$ cat config.mk
export PLATFORM = sky130hd
export DESIGN_NAME = quad_encoder_banked_values_core
export DESIGN_NICKNAME = d
export VERILOG_FILES = /design/src/hdl/qebv_pkg.sv /design/src/hdl/qebv_row_ram.sv /design/src/hdl/qebv_update.sv /design/src/hdl/quad_encoder_banked_values_core.sv
export SDC_FILE = /design/constraint.sdc
export NUM_CORES = 1
export LEC_CHECK = 0
export CORE_ASPECT_RATIO = 0.9
export CORE_UTILIZATION = 30
export DETAILED_ROUTE_END_ITERATION = 10
export DONT_BUFFER_PORTS = 1
export PLACE_DENSITY = 0.46
export SLEW_MARGIN = 40
export SYNTH_ARGS = -nofsm -noshare
export SYNTH_HDL_FRONTEND = slang
export SYNTH_SLANG_ARGS = --single-unit
$ cat constraint.sdc
create_clock -name i_clk -period 7.1 [get_ports i_clk]
set_clock_uncertainty 0.2 [all_clocks]
set_input_delay 1.42 -clock i_clk [delete_from_list [all_inputs] [get_ports i_clk]]
set_output_delay 1.42 -clock i_clk [all_outputs]
set_load 0.01 [all_outputs]
$ cat src/hdl/qebv_pkg.sv
`default_nettype none

package qebv_pkg;

    localparam int VAL_W       = 7;
    localparam int LEVEL_W     = 4;
    localparam int QUERY_W     = 2;
    localparam int GROUP_W     = 3;
    localparam int GROUP_COUNT = 8;

    localparam logic [VAL_W-1:0] VALUE_MAX = 7'd127;
    localparam logic [VAL_W-1:0] VALUE_MIN = 7'd0;

    typedef struct packed {
        logic [LEVEL_W-1:0] a_levels;
        logic [LEVEL_W-1:0] b_levels;
        logic [QUERY_W-1:0] query_index;
    } t_in_word;

    typedef struct packed {
        logic [VAL_W-1:0]   query_value;
        logic [LEVEL_W-1:0] changed_mask;
    } t_out_word;

    // per-tick controls carried from acceptance into the update stage
    typedef struct packed {
        logic [LEVEL_W-1:0] a_levels;
        logic [LEVEL_W-1:0] b_levels;
        logic [LEVEL_W-1:0] changed;
        logic [QUERY_W-1:0] query_index;
    } t_tick_ctl;

endpackage

`default_nettype wire

$ cat src/hdl/qebv_row_ram.sv
`default_nettype none

module qebv_row_ram
    import qebv_pkg::*;
#(
    parameter int DEPTH  = 8,
    parameter int ADDR_W = 3,
    parameter int WIDTH  = 28
) (
    input  wire logic              i_clk,
    input  wire logic              i_we,
    input  wire logic [ADDR_W-1:0] i_waddr,
    input  wire logic [WIDTH-1:0]  i_wdata,
    input  wire logic              i_re,
    input  wire logic [ADDR_W-1:0] i_raddr,
    output      logic [WIDTH-1:0]  o_rdata
);

    logic [WIDTH-1:0] r_mem [DEPTH];
    logic [WIDTH-1:0] r_rdata;

    always_ff @(posedge i_clk) begin
        if (i_we) begin
            r_mem[i_waddr] <= i_wdata;
        end
    end

    // read data holds until the next read
    always_ff @(posedge i_clk) begin
        if (i_re) begin
            r_rdata <= r_mem[i_raddr];
        end
    end

    assign o_rdata = r_rdata;

endmodule

`default_nettype wire

$ cat src/hdl/qebv_update.sv
`default_nettype none

module qebv_update
    import qebv_pkg::*;
#(
    parameter int LANES = 4
) (
    input  wire logic [LANES*VAL_W-1:0] i_row,
    input  wire t_tick_ctl              i_ctl,
    output      logic [LANES*VAL_W-1:0] o_row,
    output      logic [VAL_W-1:0]       o_query_value
);

    always_comb begin
        logic [VAL_W-1:0] v;
        o_row = i_row;
        for (int i = 0; i < LANES; i++) begin
            v = i_row[i*VAL_W +: VAL_W];
            if (i_ctl.changed[i]) begin
                // A equal to B counts up, otherwise down; clamp at both ends
                if (i_ctl.a_levels[i] == i_ctl.b_levels[i]) begin
                    if (v != VALUE_MAX) begin
                        v = v + VAL_W'(1);
                    end
                end else begin
                    if (v != VALUE_MIN) begin
                        v = v - VAL_W'(1);
                    end
                end
            end
            o_row[i*VAL_W +: VAL_W] = v;
        end
    end

    // an index with no encoder behind it reports zero
    always_comb begin
        o_query_value = '0;
        for (int i = 0; i < LANES; i++) begin
            if (i_ctl.query_index == QUERY_W'(i)) begin
                o_query_value = o_row[i*VAL_W +: VAL_W];
            end
        end
    end

endmodule

`default_nettype wire

$ cat src/hdl/quad_encoder_banked_values_core.sv
// Banked quadrature decoder for four encoders, counting on both edges of phase A.
// Input channel (i_in_valid / o_in_ready, i_in_word): one word per sample tick
// with the A and B levels and the index of the encoder to report.
// Output channel (o_out_valid / i_out_ready, o_out_word): one word per tick with
// the queried value after the update and the mask of encoders that saw an A edge.
// i_cfg_we / i_cfg_wdata select the group of values; write only while idle.
// The result word is registered: the group-row read is launched at the accepting
// edge, and the update lands in the output register once the receiver is free.
// Throughput: one word per cycle while the receiver does not stall; a write to
// the row and the read for the next word in the same cycle are bypassed, so words
// can follow back to back.
// When the receiver stalls, the output register holds, the update stage holds
// and o_in_ready drops once that stage is full; nothing is lost.
// Reset clears the group select, the previous A levels and the row valid bits;
// a row never written reads as START_VALUE in every lane, so no clearing pass.
`default_nettype none

module quad_encoder_banked_values_core
    import qebv_pkg::*;
#(
    parameter int NUM_ENCODERS = 4,
    parameter int NUM_GROUPS   = 8,
    parameter int START_VALUE  = 64
) (
    input  wire logic               i_clk,
    input  wire logic               i_rst_n,
    input  wire logic               i_cfg_we,
    input  wire logic [GROUP_W-1:0] i_cfg_wdata,
    input  wire logic               i_in_valid,
    output      logic               o_in_ready,
    input  wire t_in_word           i_in_word,
    output      logic               o_out_valid,
    input  wire logic               i_out_ready,
    output      t_out_word          o_out_word
);

    localparam int LANES  = (NUM_ENCODERS < LEVEL_W) ? NUM_ENCODERS : LEVEL_W;
    localparam int ROWS   = (NUM_GROUPS < GROUP_COUNT) ? NUM_GROUPS : GROUP_COUNT;
    localparam int ADDR_W = (ROWS > 1) ? $clog2(ROWS) : 1;
    localparam int ROW_W  = LANES * VAL_W;

    localparam logic [GROUP_W-1:0] LAST_GROUP = GROUP_W'(ROWS - 1);
    localparam logic [LEVEL_W-1:0] LANE_MASK  = LEVEL_W'((1 << LANES) - 1);
    localparam logic [VAL_W-1:0]   START_VAL  = VAL_W'(START_VALUE);
    localparam logic [ROW_W-1:0]   START_ROW  = {LANES{START_VAL}};

    logic [GROUP_W-1:0] r_group;
    logic [LEVEL_W-1:0] r_prev_a;
    logic [ROWS-1:0]    r_row_valid;

    logic               r_s1_valid;
    t_tick_ctl          r_s1_ctl;
    logic [ADDR_W-1:0]  r_s1_addr;
    logic               r_src_fwd;
    logic               r_src_valid;
    logic [ROW_W-1:0]   r_fwd_row;

    logic               r_out_valid;
    t_out_word          r_out_word;

    logic [GROUP_W-1:0] act_group;
    logic [ADDR_W-1:0]  rd_addr;
    logic               in_fire;
    logic               out_free;
    logic               s1_go;
    logic [ROW_W-1:0]   mem_rdata;
    logic [ROW_W-1:0]   cur_row;
    logic [ROW_W-1:0]   new_row;
    logic [VAL_W-1:0]   query_value;
    logic               wr_hit;

    assign act_group  = (r_group > LAST_GROUP) ? LAST_GROUP : r_group;
    assign rd_addr    = act_group[ADDR_W-1:0];
    assign out_free   = !r_out_valid || i_out_ready;
    assign s1_go      = r_s1_valid && out_free;
    assign o_in_ready = !r_s1_valid || out_free;
    assign in_fire    = i_in_valid && o_in_ready;
    assign wr_hit     = s1_go && (r_s1_addr == rd_addr);

    always_ff @(posedge i_clk) begin
        if (!i_rst_n) begin
            r_group <= '0;
        end else if (i_cfg_we) begin
            r_group <= i_cfg_wdata;
        end
    end

    always_ff @(posedge i_clk) begin
        if (!i_rst_n) begin
            r_prev_a    <= '0;
            r_s1_valid  <= 1'b0;
            r_row_valid <= '0;
        end else begin
            if (in_fire) begin
                r_prev_a   <= i_in_word.a_levels & LANE_MASK;
                r_s1_valid <= 1'b1;
            end else if (s1_go) begin
                r_s1_valid <= 1'b0;
            end
            if (s1_go) begin
                r_row_valid[r_s1_addr] <= 1'b1;
            end
        end
    end

    // capture the tick and where its row will come from
    always_ff @(posedge i_clk) begin
        if (in_fire) begin
            r_s1_ctl.a_levels    <= i_in_word.a_levels;
            r_s1_ctl.b_levels    <= i_in_word.b_levels;
            r_s1_ctl.changed     <= (i_in_word.a_levels ^ r_prev_a) & LANE_MASK;
            r_s1_ctl.query_index <= i_in_word.query_index;
            r_s1_addr            <= rd_addr;
            r_src_fwd            <= wr_hit;
            r_src_valid          <= r_row_valid[rd_addr];
        end
        if (s1_go) begin
            r_fwd_row <= new_row;
        end
    end

    qebv_row_ram #(
        .DEPTH  (ROWS),
        .ADDR_W (ADDR_W),
        .WIDTH  (ROW_W)
    ) u_ram (
        .i_clk   (i_clk),
        .i_we    (s1_go),
        .i_waddr (r_s1_addr),
        .i_wdata (new_row),
        .i_re    (in_fire),
        .i_raddr (rd_addr),
        .o_rdata (mem_rdata)
    );

    // bypass the row written in the read cycle; unwritten rows hold the start value
    always_comb begin
        if (r_src_fwd) begin
            cur_row = r_fwd_row;
        end else if (r_src_valid) begin
            cur_row = mem_rdata;
        end else begin
            cur_row = START_ROW;
        end
    end

    qebv_update #(
        .LANES (LANES)
    ) u_update (
        .i_row         (cur_row),
        .i_ctl         (r_s1_ctl),
        .o_row         (new_row),
        .o_query_value (query_value)
    );

    always_ff @(posedge i_clk) begin
        if (!i_rst_n) begin
            r_out_valid <= 1'b0;
        end else if (s1_go) begin
            r_out_valid <= 1'b1;
        end else if (i_out_ready) begin
            r_out_valid <= 1'b0;
        end
    end

    always_ff @(posedge i_clk) begin
        if (s1_go) begin
            r_out_word.query_value  <= query_value;
            r_out_word.changed_mask <= r_s1_ctl.changed;
        end
    end

    assign o_out_valid = r_out_valid;
    assign o_out_word  = r_out_word;

endmodule

`default_nettype wire

==> impl_metrics.env, run 1 <==
export IMPL_synthAdderAreaFrac=0.009608
export IMPL_num_rows=75
export IMPL_grt_pass1_vias=8189
export IMPL_post_dp_cell_area_sq_um=15190
export IMPL_drt_pass1_iterations=5
export IMPL_reg2reg_slack_ps=2810
export IMPL_first_iter_violations=658
export IMPL_diodes=0
export IMPL_final_area_sq_um=16390
export IMPL_synth_xor_area_frac=0.01284
export IMPL_intPower_w=0.003523
export IMPL_status="complete, no violations"
export IMPL_htree_num_levels=2
export IMPL_start_util=0.3059
export IMPL_hold_end="r_row_valid[2]"
export IMPL_via_count=8085
export IMPL_dieArea_sq_um=48630
export IMPL_clock_power_share=0.406
export IMPL_wl_per_cell_um=22.68
export IMPL_grt_use_total=0.1469
export IMPL_hold_buffers=0
export IMPL_crit_required_ps=7180
export IMPL_post_place_ws_ps=2555
export IMPL_area_growth_pct=14.41
export IMPL_place_congestion=0.8345
export IMPL_synth_top_family_by_area="multiplexers"
export IMPL_crit_fanout=60
export IMPL_tightest_slew_ps=805.7
export IMPL_hp_start="r_row_valid[2]"
export IMPL_synth_largest_area_cell="edfxtp_1"
export IMPL_period_minus_slack_ps=4288
export IMPL_clk_pin_slew_ps=60
export IMPL_power_w=0.004615
export IMPL_rr_worst_depth=11
export IMPL_power_leakage_nw=5.233
export IMPL_grt_antenna_before_repair=1
export IMPL_synthTopCellsByArea="edfxtp_1, mux4_2, mux2_2"
export IMPL_synthSimpleGateAreaFrac=0.07704
export IMPL_ys_ff_latch=327
export IMPL_antenna_left=0
export IMPL_cp_arrival_ps=4370
export IMPL_yosysSeqAreaShare=0.6736
export IMPL_cp_end_kind="flop"
export IMPL_max_slew_margin=0.4629
export IMPL_r2r_end="o_out_word[5]"
export IMPL_fp_dieW_um=232.3
export IMPL_numCtsBuffers=35
export IMPL_syn_area_sq_um=14320
export IMPL_postCtsSetupBuffers=0
export IMPL_setup_slack_ps=2812
export IMPL_dieHeight_um=209.3
export IMPL_r2r_start="r_src_fwd"
export IMPL_tns_ps=0
export IMPL_pwr_share_seq=0.500
export IMPL_grt_max_degree=61
export IMPL_fin_nets=934
export IMPL_clock_latency_ps=540
export IMPL_crit_path_start_kind="flop"
export IMPL_synth_compound_area_frac=0.08796
export IMPL_critical_path_class="flop to flop"
export IMPL_drcViolationCount=0
export IMPL_p_switching_w=0.001091
export IMPL_hold_viol_final=0
export IMPL_grt_pass1_wl_mm=52.82
export IMPL_yosys_area_top_type_share=0.6498
export IMPL_cts_resized=0
export IMPL_yosysMostFrequentCell="edfxtp_1"
export IMPL_ys_warn_count=0
export IMPL_cts_max_path_buffers=3
export IMPL_clock_fmax_mhz=233.2
export IMPL_synth_area_per_cell_sq_um=16.20
export IMPL_grt_ovfl_total=0
export IMPL_synthTopCellsByCount="edfxtp_1, mux4_2, nand2_1, nor2_1, o21ai_0"
export IMPL_p_per_area_nw_per_um2=281.6
export IMPL_crit_start="r_src_fwd"
export IMPL_min_path_cells=1
export IMPL_slew_violations=0
export IMPL_wirelength_mm=35.07
export IMPL_synth_area_mux_share=0.1204
export IMPL_via_per_inst=5.230
export IMPL_cts_tree="done"
export IMPL_netSwitchingFraction=0.2365
export IMPL_synth_nets=913
export IMPL_synth_edf_count=310
export IMPL_synthesis_instances=884
export IMPL_drive_above_1_share=0.2237
export IMPL_hold_path_class="flop to flop"
export IMPL_holdWs_ps=263.1
export IMPL_core_area_sq_um=46830
export IMPL_synth_cell_type_count=85
export IMPL_dp_hpwl_mm=21.96
export IMPL_n_fill_cell=4418
export IMPL_async_flop_share=0
export IMPL_fin_crit_sh=0.6039
export IMPL_ir_worst_vdd_uv=147.8
export IMPL_portBuffers=0
export IMPL_cts_sinks=327
export IMPL_dominantRegCellSynth="edfxtp_1"
export IMPL_max_cap_violations=0
export IMPL_setup_viol=0
export IMPL_rsz0062_at_grt="no"
export IMPL_root_buffer="clkbuf_16"
export IMPL_combPwrFrac=0.094
export IMPL_pin_count=31
-- worst max path at each step --
stage                          to  cells after the start
2_1_floorplan   u_ram.r_mem[1][0]                      5
3_3_place_gp   u_ram.r_mem[1][22]                      7
3_5_place_dp   u_ram.r_mem[1][22]                      7
4_1_cts             o_out_word[5]                     13
5_1_grt             o_out_word[5]                     11
6_report            o_out_word[5]                     11
-- sequential cells by signal, summed over array words and instances (netlist names) --
signal / cells
u_ram.r_mem: 224
r_fwd_row: 28
u_ram.o_rdata: 28
r_s1_ctl: 14
o_out_word: 11
r_row_valid: 8
r_prev_a: 4
r_group: 3
r_s1_addr: 3
o_out_valid: 1
r_s1_valid: 1
r_src_fwd: 1
r_src_valid: 1
-- worst max-delay path: stages (launching register included) --
cell	delay [ps]
edfxtp_1	680
buf_4	600
a22oi_1	350
inv_1	180
ha_1	270
nand2_1	80
o21ai_0	450
a31oi_1	210
and3_1	240
a31oi_1	160
o221ai_2	230
o221a_2	310
-- layout by cell type, fill, tap and decap left out, drive strengths merged, types with 12 or more instances in the layout --
| cell type | Yosys | final |
|---|---|---|
| a21oi | 15 | 15 |
| buf | 20 | 24 |
| clkbuf | 20 | 42 |
| clkinv | 0 | 12 |
| dfxtp | 17 | 17 |
| edfxtp | 310 | 310 |
| inv | 17 | 21 |
| mux2 | 31 | 31 |
| mux4 | 58 | 58 |
| nand2 | 53 | 53 |
| nand3 | 15 | 15 |
| nor2 | 39 | 39 |
| nor3 | 14 | 14 |
| o21a | 13 | 13 |
| o21ai | 35 | 35 |
-- power by group through the flow --
stage | combinational [W] | clock [W] | sequential, W
6_report | 0.000436 | 0.00187 | 0.00231
5_1_grt | 0.000480 | 0.00199 | 0.00231
4_1_cts | 0.000439 | 0.00193 | 0.00231
3_5_place_dp | 0.000437 | 0 | 0.00235
3_3_place_gp | 0.000429 | 0 | 0.00235
2_1_floorplan | 0.000308 | 0 | 0.00231
-- per-stage QoR --
stage / std cells / util
floorplan: 884 / -
finish: 1546 / 0.3500
global placement: 1480 / 0.3226
detailed placement: 1484 / 0.3245
global route: 1546 / 0.3500
CTS: 1546 / 0.3496
-- layer usage --
layer,GRT usage,routed length (um),vias up
met5,0,0,-
met4,0.03584,536,0
met3,0.02405,1256,42
met2,0.2212,15560,153
met1,0.2200,17720,4254
li1,-,-,3636
-- cell families (layout without fill, tap and decap cells) --
group,count (synthesis),count (layout)
buf+inv,57,103
xor+xnor,21,21
fa+ha+maj,11,11
compound gates,168,168
mux,96,96
simple gates,204,204
flops,327,327
-- final cells by class --
cell class,instances,area [sq um],area share
Clock buffer,42,964.7,0.05886
Clock inverter,20,210.2,0.01283
Inverter,17,63.81,0.003893
Multi-Input combinational cell,500,4532,0.2765
Sequential cell,327,9658,0.5893
Tap cell,616,770.7,0.04703
Timing Repair Buffer,24,190.2,0.01160
No activity file was read; power rests on OpenSTA's default activity.
==> run 2: changes to the inputs <==
==> constraint.sdc (replaced) <==
create_clock -name i_clk -period 4.3 [get_ports i_clk]
set_clock_uncertainty 0.2 [all_clocks]
set_input_delay 0.86 -clock i_clk [delete_from_list [all_inputs] [get_ports i_clk]]
set_output_delay 0.86 -clock i_clk [all_outputs]
set_load 0.01 [all_outputs]
==> impl_metrics.env, run 2 (synthesis results as in run 1) <==
export IMPL_hold_end="r_s1_ctl[11]"
export IMPL_max_cap_violations=0
export IMPL_via_count=8103
export IMPL_clock_fmax_mhz=273.4
export IMPL_postCtsSetupBuffers=0
export IMPL_cts_sinks=327
export IMPL_grt_pass1_vias=8175
export IMPL_htree_num_levels=2
export IMPL_n_fill_cell=4395
export IMPL_final_common_cell="edfxtp_1"
export IMPL_r2r_end="o_out_word[10]"
export IMPL_drcViolationCount=0
export IMPL_regMostFlops="u_ram.r_mem"
export IMPL_cts_resized=0
export IMPL_dp_hpwl_mm=22.77
export IMPL_drt_pass1_iterations=7
export IMPL_rr_worst_depth=8
export IMPL_grt_pass1_wl_mm=53.48
export IMPL_final_cell_mix="edfxtp_1, mux4_2, nand2_1"
export IMPL_cpPeakStageDelay_ps=660
export IMPL_area_growth_pct=15.57
export IMPL_fin_crit_sh=0.8507
export IMPL_cp_cell_sequence="buf_12 -> nand2b_1 -> o21ai_1 -> o31ai_2 -> or4_1 -> nand3_1 -> nor2_1 -> nor3_2"
export IMPL_r2r_start="r_src_fwd"
export IMPL_seq_area_sq_um=9658
export IMPL_fin_cells=1565
export IMPL_reg2reg_slack_ps=640
export IMPL_fin_nets=949
export IMPL_wl_per_cell_um=22.62
export IMPL_setup_viol=0
export IMPL_hold_path_class="input pin to flop"
export IMPL_crit_required_ps=4380
export IMPL_pin_count=31
export IMPL_hp_start="i_in_word[7]"
export IMPL_numCtsBuffers=37
export IMPL_start_util=0.3059
export IMPL_drive_above_1_share=0.2318
export IMPL_crit_path_start_kind="flop"
export IMPL_first_iter_violations=710
export IMPL_status="complete, no violations"
export IMPL_rsz0062_at_grt="no"
export IMPL_critical_path_class="flop to flop"
export IMPL_cts_max_path_buffers=3
export IMPL_cp_end_kind="flop"
export IMPL_power_leakage_nw=5.318
export IMPL_num_rows=75
export IMPL_crit_fanout=51
export IMPL_dieHeight_um=209.3
export IMPL_p_per_area_nw_per_um2=463.5
export IMPL_wirelength_mm=35.41
export IMPL_ir_worst_vdd_uv=239.9
export IMPL_fp_dieW_um=232.3
export IMPL_slew_violations=0
export IMPL_period_minus_slack_ps=3658
export IMPL_crit_family="simple AND/OR/NAND/NOR gates"
export IMPL_grt_use_total=0.1488
export IMPL_multi_input_area_sq_um=4516
export IMPL_hold_viol_final=0
export IMPL_core_area_sq_um=46830
export IMPL_clock_latency_ps=530
export IMPL_tightest_slew_ps=737.8
export IMPL_largest_reg_flops=224
export IMPL_min_path_cells=0
export IMPL_tns_ps=0
export IMPL_via_per_inst=5.178
export IMPL_clk_pin_slew_ps=60
export IMPL_timing_critical_path_buf_inv=1
export IMPL_cp_arrival_ps=3740
export IMPL_hold_buffers=0
export IMPL_slowest_stage="o31ai_2"
export IMPL_max_slew_margin=0.5081
export IMPL_grt_ovfl_total=0
export IMPL_diodes=0
export IMPL_place_congestion=0.8596
export IMPL_root_buffer="clkbuf_16"
export IMPL_cts_tree="done"
export IMPL_dp_cells=1496
export IMPL_dieArea_sq_um=48630
export IMPL_grt_max_degree=52
export IMPL_grt_antenna_before_repair=0
export IMPL_portBuffers=0
export IMPL_antenna_left=0
-- run 2: cell count changes in the layout (fill, tap and decap cells not counted), moves of 2 or more --
cell / change
buf_12: +5
buf_4: +9
buf_8: -2
clkbuf_16: +2
clkinv_1: +4
clkinvlp_4: +2
inv_6: -3
-- run 2: worst reg2reg max path, delay by kind of cell, from the launching register on --
family                 cells  cell delay [ps]
AND/OR/NAND/NOR            5             1560
AO/OA/AOI/OAI              2             1030
flip-flops                 1              390
buffers and inverters      1              230
-- run 2: final cells by class --
type | instances | area share
clock inverter | 24 | 0.01209
multi-input combinational | 500 | 0.2727
sequential | 327 | 0.5834
tap | 616 | 0.04655
timing repair buffer | 37 | 0.02010
clock buffer | 44 | 0.06129
inverter | 17 | 0.003854
-- run 2: report_power, final --
part           switching, W  total, W  internal, W
logic              0.000449  0.000727     0.000278
registers          0.000102   0.00381      0.00371
clock network       0.00127   0.00314      0.00187
-- run 2: worst max path at each step --
stage	cells past startpoint	endpoint	from
2_1_floorplan	5	u_ram.r_mem[7][0]	i_out_ready
3_3_place_gp	8	o_out_word[9]	r_src_fwd
3_5_place_dp	8	o_out_word[9]	r_src_fwd
4_1_cts	8	o_out_word[9]	r_src_fwd
5_1_grt	12	o_out_word[9]	r_src_fwd
6_report	8	o_out_word[10]	r_src_fwd
-- run 2: per-stage QoR --
step	total power, W	hold slack [ps]	utilization	area, sq um	worst slack [ps]
6_report	0.007674	224.3	0.3536	16560	642.1
3_5_place_dp	0.004606	250.4	0.3271	15310	623.3
2_1_floorplan	0.004325	224.4	-	14340	187.5
5_1_grt	0.007965	201.0	0.3536	16560	375.5
3_3_place_gp	0.004598	241.9	0.3262	15270	640.8
4_1_cts	0.007759	200.3	0.3530	16530	589.9
-- run 2: metal layers --
layer	global-route usage	share of wire	up-vias
met2	0.2213	0.44	175
met3	0.02785	0.046	50
met5	0	0	-
li1	-	-	3670
met1	0.2222	0.49	4208
met4	0.03766	0.018	0
